[src/rtl/lph_pkg.sv]
// ----------------------------------------------------------------------------
// lph_pkg
// Shared widths, codes, hash constants and controller/datapath link types
// for the linear probing hash table.
// ----------------------------------------------------------------------------
package lph_pkg;

	localparam int LOG2_SLOTS_DEF = 10;
	localparam int KEY_W          = 64;
	localparam int REQ_W          = 2;
	localparam int STATUS_W       = 3;
	localparam int SLOT_W         = 10;
	localparam int TOTAL_W        = 11;
	localparam int CAP_W          = 4;
	localparam int CFG_IDX_W      = 1;
	localparam int CFG_DATA_W     = 4;

	localparam logic [CAP_W-1:0] CAP_RESET = 4'd10;

	// fmix64 constants
	localparam logic [KEY_W-1:0] MIX_C1 = 64'hff51afd7ed558ccd;
	localparam logic [KEY_W-1:0] MIX_C2 = 64'hc4ceb9fe1a85ec53;
	localparam int               MIX_SH = 33;

	// request codes
	localparam logic [REQ_W-1:0] REQ_LOOKUP = 2'd0;
	localparam logic [REQ_W-1:0] REQ_INSERT = 2'd1;
	localparam logic [REQ_W-1:0] REQ_REMOVE = 2'd2;

	// result codes
	localparam logic [STATUS_W-1:0] ST_FOUND    = 3'd0;
	localparam logic [STATUS_W-1:0] ST_NOTFOUND = 3'd1;
	localparam logic [STATUS_W-1:0] ST_NEW      = 3'd2;
	localparam logic [STATUS_W-1:0] ST_UPDATED  = 3'd3;
	localparam logic [STATUS_W-1:0] ST_FULL     = 3'd4;

	// register indexes
	localparam logic [CFG_IDX_W-1:0] REG_CAPACITY = 1'd0;
	localparam logic [CFG_IDX_W-1:0] REG_STORE    = 1'd1;

	typedef struct packed {
		logic clr_init;
		logic clr_step;
		logic load;
		logic hash_go;
		logic probe_init;
		logic probe_step;
		logic probe_end;
		logic act;
		logic rd_scan;
		logic scan_take;
		logic scan_put;
	} ctrl_cmd_t;

	typedef struct packed {
		logic clr_last;
		logic hash_done;
		logic slot_free;
		logic key_eq;
		logic probe_last;
		logic scan_needed;
		logic scan_stop;
	} ctrl_sts_t;

endpackage

[src/rtl/lph_ctrl.sv]
// ----------------------------------------------------------------------------
// lph_ctrl
// Request sequencer: clearing sweep, hash, probe, action and the
// re-insertion scan that follows a remove that hits.
// ----------------------------------------------------------------------------
module lph_ctrl (
	input  logic                          clk,
	input  logic                          arst_n,
	input  logic                          start,
	input  logic                          cfg_we,
	input  logic [lph_pkg::CFG_IDX_W-1:0] cfg_index,
	input  lph_pkg::ctrl_sts_t            sts,
	output lph_pkg::ctrl_cmd_t            cmd,
	output logic                          busy,
	output logic                          done
);

	typedef enum logic [3:0] {
		S_CLEAR, S_IDLE, S_HASH, S_P_RD, S_P_CMP, S_ACT,
		S_R_RD, S_R_CMP, S_HASH2, S_Q_RD, S_Q_CMP
	} state_t;

	state_t state_q;
	logic   done_q;
	logic   cap_wr;
	logic   probe_hit;

	assign cap_wr    = cfg_we && (cfg_index == lph_pkg::REG_CAPACITY);
	assign probe_hit = sts.slot_free || sts.key_eq || sts.probe_last;

	// commands for the current state
	always_comb begin
		cmd          = '0;
		cmd.clr_init = cap_wr;
		case (state_q)
			S_CLEAR: cmd.clr_step = 1'b1;
			S_IDLE: begin
				cmd.load    = start && !cap_wr;
				cmd.hash_go = start && !cap_wr;
			end
			S_HASH, S_HASH2: cmd.probe_init = sts.hash_done;
			S_P_CMP: begin
				cmd.probe_end  = probe_hit;
				cmd.probe_step = !probe_hit;
			end
			S_ACT: cmd.act = 1'b1;
			S_R_RD: cmd.rd_scan = 1'b1;
			S_R_CMP: begin
				cmd.rd_scan   = 1'b1;
				cmd.scan_take = !sts.scan_stop;
				cmd.hash_go   = !sts.scan_stop;
			end
			S_Q_CMP: begin
				cmd.scan_put   = probe_hit;
				cmd.probe_step = !probe_hit;
			end
			default: ;
		endcase
	end

	// state and response strobe
	always_ff @(posedge clk or negedge arst_n) begin
		if (!arst_n) begin
			state_q <= S_CLEAR;
			done_q  <= 1'b0;
		end else begin
			done_q <= 1'b0;
			if (cap_wr) begin
				state_q <= S_CLEAR;
			end else begin
				case (state_q)
					S_CLEAR: if (sts.clr_last) state_q <= S_IDLE;
					S_IDLE:  if (start) state_q <= S_HASH;
					S_HASH:  if (sts.hash_done) state_q <= S_P_RD;
					S_P_RD:  state_q <= S_P_CMP;
					S_P_CMP: state_q <= probe_hit ? S_ACT : S_P_RD;
					S_ACT: begin
						if (sts.scan_needed) begin
							state_q <= S_R_RD;
						end else begin
							state_q <= S_IDLE;
							done_q  <= 1'b1;
						end
					end
					S_R_RD:  state_q <= S_R_CMP;
					S_R_CMP: begin
						if (sts.scan_stop) begin
							state_q <= S_IDLE;
							done_q  <= 1'b1;
						end else begin
							state_q <= S_HASH2;
						end
					end
					S_HASH2: if (sts.hash_done) state_q <= S_Q_RD;
					S_Q_RD:  state_q <= S_Q_CMP;
					S_Q_CMP: state_q <= probe_hit ? S_R_RD : S_Q_RD;
					default: state_q <= S_IDLE;
				endcase
			end
		end
	end

	assign busy = (state_q != S_IDLE);
	assign done = done_q;

	// a response only follows the action or the end of a scan
	a_done_src: assert property (@(posedge clk) disable iff (!arst_n)
		done_q |-> $past(state_q == S_ACT || state_q == S_R_CMP))
		else $error("response without a finished request");

	// an accepted item starts the hash
	a_accept: assert property (@(posedge clk) disable iff (!arst_n)
		(state_q == S_IDLE && start && !cap_wr) |=> state_q == S_HASH)
		else $error("accepted item did not start hashing");

	// never step past the last slot of a full pass
	a_probe_bound: assert property (@(posedge clk) disable iff (!arst_n)
		cmd.probe_step |-> !sts.probe_last)
		else $error("probe stepped beyond one pass");

	// at most one key store writer per cycle
	a_one_writer: assert property (@(posedge clk) disable iff (!arst_n)
		$onehot0({cmd.clr_step, cmd.scan_take, cmd.scan_put, cmd.act}))
		else $error("key store write conflict");

endmodule

[config.mk]
export PLATFORM = sky130hd
export DESIGN_NAME = lph_ctrl
export DESIGN_NICKNAME = d
export VERILOG_FILES = /design/src/rtl/lph_pkg.sv /design/src/rtl/lph_ctrl.sv
export SDC_FILE = /design/constraint.sdc
export NUM_CORES = 1
export LEC_CHECK = 0
export ABC_AREA = 0
export BUFFER_PORTS_ARGS = -buffer_cell sky130_fd_sc_hd__buf_4
export CAP_MARGIN = 20
export CORE_AREA = 2 2 39 41
export DETAILED_ROUTE_END_ITERATION = 12
export DIE_AREA = 0 0 41 43
export PLACE_DENSITY = 0.81
export SETUP_SLACK_MARGIN = 0.05
export SLEW_MARGIN = 20
export SYNTH_ARGS = -nofsm -noshare
export SYNTH_HDL_FRONTEND = slang
export SYNTH_SLANG_ARGS = --single-unit
export TNS_END_PERCENT = 1
[constraint.sdc]
create_clock -name clk -period 5 [get_ports clk]
set_clock_uncertainty 0.2 [all_clocks]
set_input_delay 0.75 -clock clk [delete_from_list [all_inputs] [get_ports clk]]
set_output_delay 0.75 -clock clk [all_outputs]
set_load 0.03 [all_outputs]
==> results of run 1 <==
power by group:
| group | total, uW | switching (uW) | internal [uW] |
|---|---|---|---|
| sequential | 90.8 | 40.6 | 50.2 |
| combinational | 205 | 114 | 91.8 |
| clock | 49.4 | 19.1 | 30.3 |
through the flow:
stage               std cells   util
global route              110  0.533
global placement          106  0.514
detailed placement        106  0.514
finish                    110  0.533
floorplan                  72      -
CTS                       110  0.533
placed cells by master (no fill, tap or decap), types with 2 or more instances in the layout:
cell type	count
inv_1	5
and3_2	2
buf_4	24
nor2b_1	3
dfrtp_1	5
nor2_1	7
nor4b_1	2
clkbuf_4	3
o21ai_0	4
a21oi_1	4
nor3_1	4
nand2_1	4
nand2b_1	6
worst max-delay path, cell delays in order (launching register included):
cell	delay, ns
dfrtp_1	0.63
nand2b_1	0.19
or3_1	0.45
o21ai_0	0.11
buf_4	0.18
worst min-delay path by stage:
| stage | start | end | slack, ns | cells after the start |
|---|---|---|---|---|
| after global routing | arst_n | state_q[1] | 0.08 | 1 |
| after floorplan | arst_n | done | 0.25 | 0 |
| after detailed placement | arst_n | state_q[0] | 0.35 | 1 |
| after global placement | arst_n | state_q[0] | 0.35 | 1 |
| final | arst_n | done | 0.08 | 1 |
| after CTS | arst_n | state_q[0] | 0.08 | 1 |
per-layer routing:
layer,up-vias,global-route usage,part of all wire
met3,2,0.0419,0.080
met5,-,0,0
li1,303,-,-
met1,267,0.258,0.44
met4,0,0.0933,0.019
met2,33,0.231,0.46
area by class of cell:
cell class,instances,share of cell area
Inverter,5,0.0254
Tap cell,16,0.0271
Clock buffer,4,0.0356
Timing Repair Buffer,24,0.244
Sequential cell,5,0.169
Multi-Input combinational cell,56,0.498
registers in the layout, summed over array words and instances, names as in the netlist:
| name | count |
|---|---|
| state_q | 4 |
| done | 1 |
kinds of logic after synthesis:
logic type,after synthesis
DFF,5
muxes,1
xor gates and xnor gates,2
and+or+nand+nor,33
buffers and inverters,11
AOI/OAI and AO/OA,20
==> run_results.csv, run 1 <==
group,metric,value,unit
status,outcome,"complete, no violations",
die,dieArea,0.00176,sq mm
clock_network,cts_tree,"done",
setup_path,critPathLaunch,"state_q[2]",
setup_path,end_kind,"primary output",
route,drt_first_pass_iters,4,
logic_synthesis,async_flop_share,1.00,
route,remaining_drc_errors,0,
sta,setup_ws,2.24,ns
logic_synthesis,syn-num-nets,84,
logic_synthesis,synth_compound_area_frac,0.259,
logic_synthesis,synth_top_family_by_area,"simple AND/OR/NAND/NOR gates",
clock_network,root_buffer,"clkbuf_4",
final_layout,fillers,138,
placement,routabilityCongestion,0.802,
logic_synthesis,synthMuxAreaShare,0.0183,
die,die_h,43,microns
final_layout,drive_gt1_frac,0.362,
die,die_x,41,microns
power_and_ir_drop,max-vdd-ir-drop,0.000166,V
power_and_ir_drop,p_leak,0.000363,uW
logic_synthesis,synth_area_leader_cell,"dfrtp_1",
clock_network,clk_latency,0.25,ns
logic_synthesis,synthSimpleGateAreaFrac,0.364,
setup_path,arrival,1.81,ns
setup_path,worst_setup_path_start_kind,"flip-flop",
placement,placed_cell_area,712,sq um
clock_network,clock_sinks,5,
route,vias,605,
logic_synthesis,synth_top_area_frac,0.229,
sta,fin_crit,2.76,ns
clock_network,cts_resized,0,
grt,gr-total-overflow,0,
flow_run,max_cap_viol_count,0,
grt,grt_pass1_wl,2130,microns
route,via_per_inst,5.50,
placement,dpl_worst_slack,2.40,ns
worst_hold_path,hp-class,"in2async",
clock_network,cts_buffers,3,
clock_network,holdBufCountCts,0,
route,drtIter0Drc,18,
final_layout,regArea,125,sq um
setup_path,r2r_start,"state_q[1]",
sta,period_share,0.551,
sta,holdWs,0.0834,ns
final_layout,antenna_cells,0,
logic_synthesis,syn-instance-count,72,
sta,relSlewSlack,0.650,
clock_network,clkTransAtPathRegs,0.05,ns
placement,numPortBuffers,24,
logic_synthesis,synth.avg_cell_area,7.59,sq um
logic_synthesis,synth_common_cells,"nor2_1 (7), nand2b_1 (6), dfrtp_1 (5), inv_1 (5)",
logic_synthesis,yosysSeqAreaShare,0.229,
setup_path,cp_max_fo,15,
sta,timing.fmax,0.363,GHz
logic_synthesis,yosys_warnings,0,
final_layout,multi_input_area,368,sq um
logic_synthesis,synth_xor_area_frac,0.0320,
route,wl_per_cell,12.8,microns
die,initial_core_util,0.395,
sta,finalSetupTns,0,ns
die,pin_count,25,
grt,grt_pass1_vias,484,
clock_network,cts_max_path_buffers,2,
logic_synthesis,synth_edf_count,0,
power_and_ir_drop,power.density,468,mW/mm^2
sta,hold_viol_final,0,
logic_synthesis,synth.distinct_cells,33,
setup_path,rrSetupSlack,3.08,ns
sta,setup_violations,0,
clock_network,cts-htree-levels,1,
grt,grt_max_degree,19,
logic_synthesis,yosysMostFrequentCell,"nor2_1",
final_layout,area_growth,35.0,%
die,core-area,0.00138,sq mm
route,ant_nets,0,
logic_synthesis,ys_seq_elements,5,
placement,post-dp-hpwl,1040,microns
sta,final_max_slew_viol_count,0,
logic_synthesis,synthesis.area,547,sq um
setup_path,worstRegToRegCells,4,
final_layout,nets,107,
setup_path,r2r-end,"state_q[1]",
grt,grt_usage,0.177,
setup_path,crit_end,"cmd[7]",
power_and_ir_drop,total_power,346,uW
logic_synthesis,synthFlopType,"dfrtp_1",
die,std_cell_rows,14,
sta,tightest_slew,0.525,ns
final_layout,fin_area,738,sq um
logic_synthesis,synthTopCellsByArea,"dfrtp_1 (23%), nand2b_1 (6.9%), nor2_1 (4.8%)",
setup_path,cp_data_required_time,4.05,ns
route,drt_wl_total,1410,microns
clock_network,cts_setup_buffers,0,
grt,antenna_found_initial,0,
sta,rsz0062_at_grt,"false",
setup_path,path_class,"reg2out",
logic_synthesis,synthAdderAreaFrac,0,
Note: power is estimated with default switching activity, not from simulation.
==> run 2: changes to the inputs <==
- ABC_AREA: 0 -> 1
- CORE_AREA: 2 2 39 41 -> 2 2 40 42
- DIE_AREA: 0 0 41 43 -> 0 0 42 44
- PLACE_DENSITY: 0.81 -> 0.8
- clock period: 5 -> 2.5 ns (I/O delays scaled with it)
==> run_results.csv, run 2 <==
group,metric,value,unit
status,outcome,"complete, no violations",
placement,post-dp-hpwl,1100,microns
power_and_ir_drop,max-vdd-ir-drop,0.000550,V
clock_network,cts_buffers,3,
logic_synthesis,yosys_warnings,0,
logic_synthesis,synthAdderAreaFrac,0,
flow_run,max_cap_viol_count,0,
logic_synthesis,synthSimpleGateAreaFrac,0.574,
sta,hold_viol_final,0,
sta,holdWs,0.250,ns
logic_synthesis,syn-instance-count,92,
die,initial_core_util,0.375,
logic_synthesis,synthFlopType,"dfrtp_1",
setup_path,r2r_start,"state_q[1]",
sta,relSlewSlack,0.737,
clock_network,cts-htree-levels,1,
logic_synthesis,synth_xor_area_frac,0,
die,dieArea,0.00185,sq mm
sta,timing.fmax,0.476,GHz
clock_network,clock_sinks,5,
final_layout,multi_input_area,332,sq um
sta,period_share,0.840,
clock_network,clk_latency,0.25,ns
logic_synthesis,synthTopCellsByArea,"dfrtp_1 (24%), nand2_1 (20%), nor2_1 (9.9%)",
logic_synthesis,synthesis.area,532,sq um
logic_synthesis,synth_top_area_frac,0.235,
logic_synthesis,synth_top_family_by_area,"simple AND/OR/NAND/NOR gates",
logic_synthesis,synthMuxAreaShare,0,
clock_network,clkTransAtPathRegs,0.04,ns
final_layout,final_cell_mix,"nand2_1 (29), buf_4 (24), nor2_1 (14)",
grt,grt_max_degree,10,
power_and_ir_drop,total_power,725,uW
logic_synthesis,synth_common_cells,"nand2_1 (29), nor2_1 (14), inv_1 (11), nand3_1 (8)",
logic_synthesis,synth.distinct_cells,18,
worst_hold_path,hp-class,"in2reg",
sta,tightest_slew,0.394,ns
clock_network,root_buffer,"clkbuf_4",
setup_path,worst_setup_path_start_kind,"flip-flop",
die,die_h,44,microns
grt,gr-total-overflow,0,
route,via_per_inst,4.85,
clock_network,cts_max_path_buffers,2,
grt,antenna_found_initial,0,
grt,grt_pass1_wl,2170,microns
logic_synthesis,yosysMostFrequentCell,"nand2_1",
route,drt_first_pass_iters,4,
setup_path,arrival,1.53,ns
sta,fin_crit,2.10,ns
setup_path,end_kind,"primary output",
logic_synthesis,synth_area_leader_cell,"dfrtp_1",
final_layout,finalNonFillerCells,135,
die,std_cell_rows,14,
power_and_ir_drop,power.density,963,mW/mm^2
final_layout,post-route-util,0.531,
sta,finalSetupTns,0,ns
logic_synthesis,synth_edf_count,0,
setup_path,worstRegToRegCells,8,
worst_hold_path,holdPathEnd,"done",
die,die_x,42,microns
die,core-area,0.00142,sq mm
logic_synthesis,synth.avg_cell_area,5.78,sq um
placement,routabilityCongestion,0.876,
setup_path,cp_data_required_time,1.92,ns
die,pin_count,25,
route,wl_per_cell,9.95,microns
route,drtIter0Drc,25,
route,remaining_drc_errors,0,
route,drt_wl_total,1340,microns
sta,final_max_slew_viol_count,0,
final_layout,drive_gt1_frac,0.353,
logic_synthesis,ys_seq_elements,5,
sta,rsz0062_at_grt,"false",
grt,grt_pass1_vias,574,
final_layout,mostFrequentLayoutCell,"nand2_1",
logic_synthesis,yosysSeqAreaShare,0.235,
grt,grt_usage,0.156,
final_layout,area_growth,41.6,%
setup_path,cp_max_fo,9,
placement,place_inst,130,
logic_synthesis,async_flop_share,1.00,
clock_network,cts_resized,0,
final_layout,nets,132,
worst_hold_path,min_from,"sts[0]",
clock_network,cts_tree,"done",
final_layout,top_register,"state_q",
final_layout,fillers,145,
power_and_ir_drop,p_leak,0.000443,uW
setup_path,rrSetupSlack,0.94,ns
final_layout,regArea,125,sq um
route,ant_nets,0,
final_layout,largest_reg_flops,4,
final_layout,antenna_cells,0,
route,vias,655,
logic_synthesis,synth_compound_area_frac,0.0494,
worst_hold_path,hold_path_depth,3,
setup_path,r2r-end,"state_q[0]",
logic_synthesis,syn-num-nets,104,
sta,setup_violations,0,
placement,numPortBuffers,24,
setup_path,path_class,"reg2out",
run 2: power breakdown:
group	switching, uW	leakage (uW)	internal [uW]	total (uW)
sequential	37.8	0.0000669	104	141
combinational	317	0.000361	172	489
clock	34.3	0.0000150	60.4	94.7
total	389	0.000443	336	725
run 2: what timing repair did:
item                                   4_1_cts  5_1_grt
buffers inserted                             0        0
endpoints found under the hold margin        5        0
hold buffers                                 1        0
run 2: cell type report:
type	instances	area share
multi-input cells	69	0.440
repair buffers	25	0.252
flip-flops and latches	5	0.166
inverters	16	0.0797
clock buffers	4	0.0349
well taps	16	0.0266
run 2: how the worst max path moves through the flow:
stage / startpoint / end / slack (ns)
2_1_floorplan: state_q[3] / cmd[7] / 0.20
3_3_place_gp: cfg_index / cmd[7] / 0.69
3_5_place_dp: cfg_index / cmd[7] / 0.65
4_1_cts: state_q[1] / cmd[7] / 0.41
5_1_grt: state_q[3] / cmd[7] / 0.33
6_report: state_q[1] / cmd[7] / 0.40
run 2: metal layers:
layer | vias to the layer above | GRT usage | share of wire
li1 | 334 | - | -
met1 | 285 | 0.178 | 0.40
met2 | 33 | 0.269 | 0.50
met3 | 3 | 0.0667 | 0.096
met4 | 0 | 0.0387 | 0.0037
met5 | - | 0 | 0
run 2: worst max-delay path, cell delays in order, from the launching register on:
cell and delay [ns]:
dfrtp_1 0.55, nand2_1 0.18, nor3_2 0.25, or2_1 0.14, buf_4 0.15
run 2: kinds of logic (layout without fill, tap and decap cells):
family                 Yosys count  in the layout
and+or+nand+nor                 64             64
buffers and inverters           18             45
AOI/OAI and AO/OA                5              5
DFF                              5              5
run 2: per-stage QoR:
step / setup slack [ns] / area, sq um
final: 0.400 / 753
after global routing: 0.326 / 753
after CTS: 0.414 / 753
after detailed placement: 0.648 / 717
after global placement: 0.686 / 717
after floorplan: 0.198 / 532
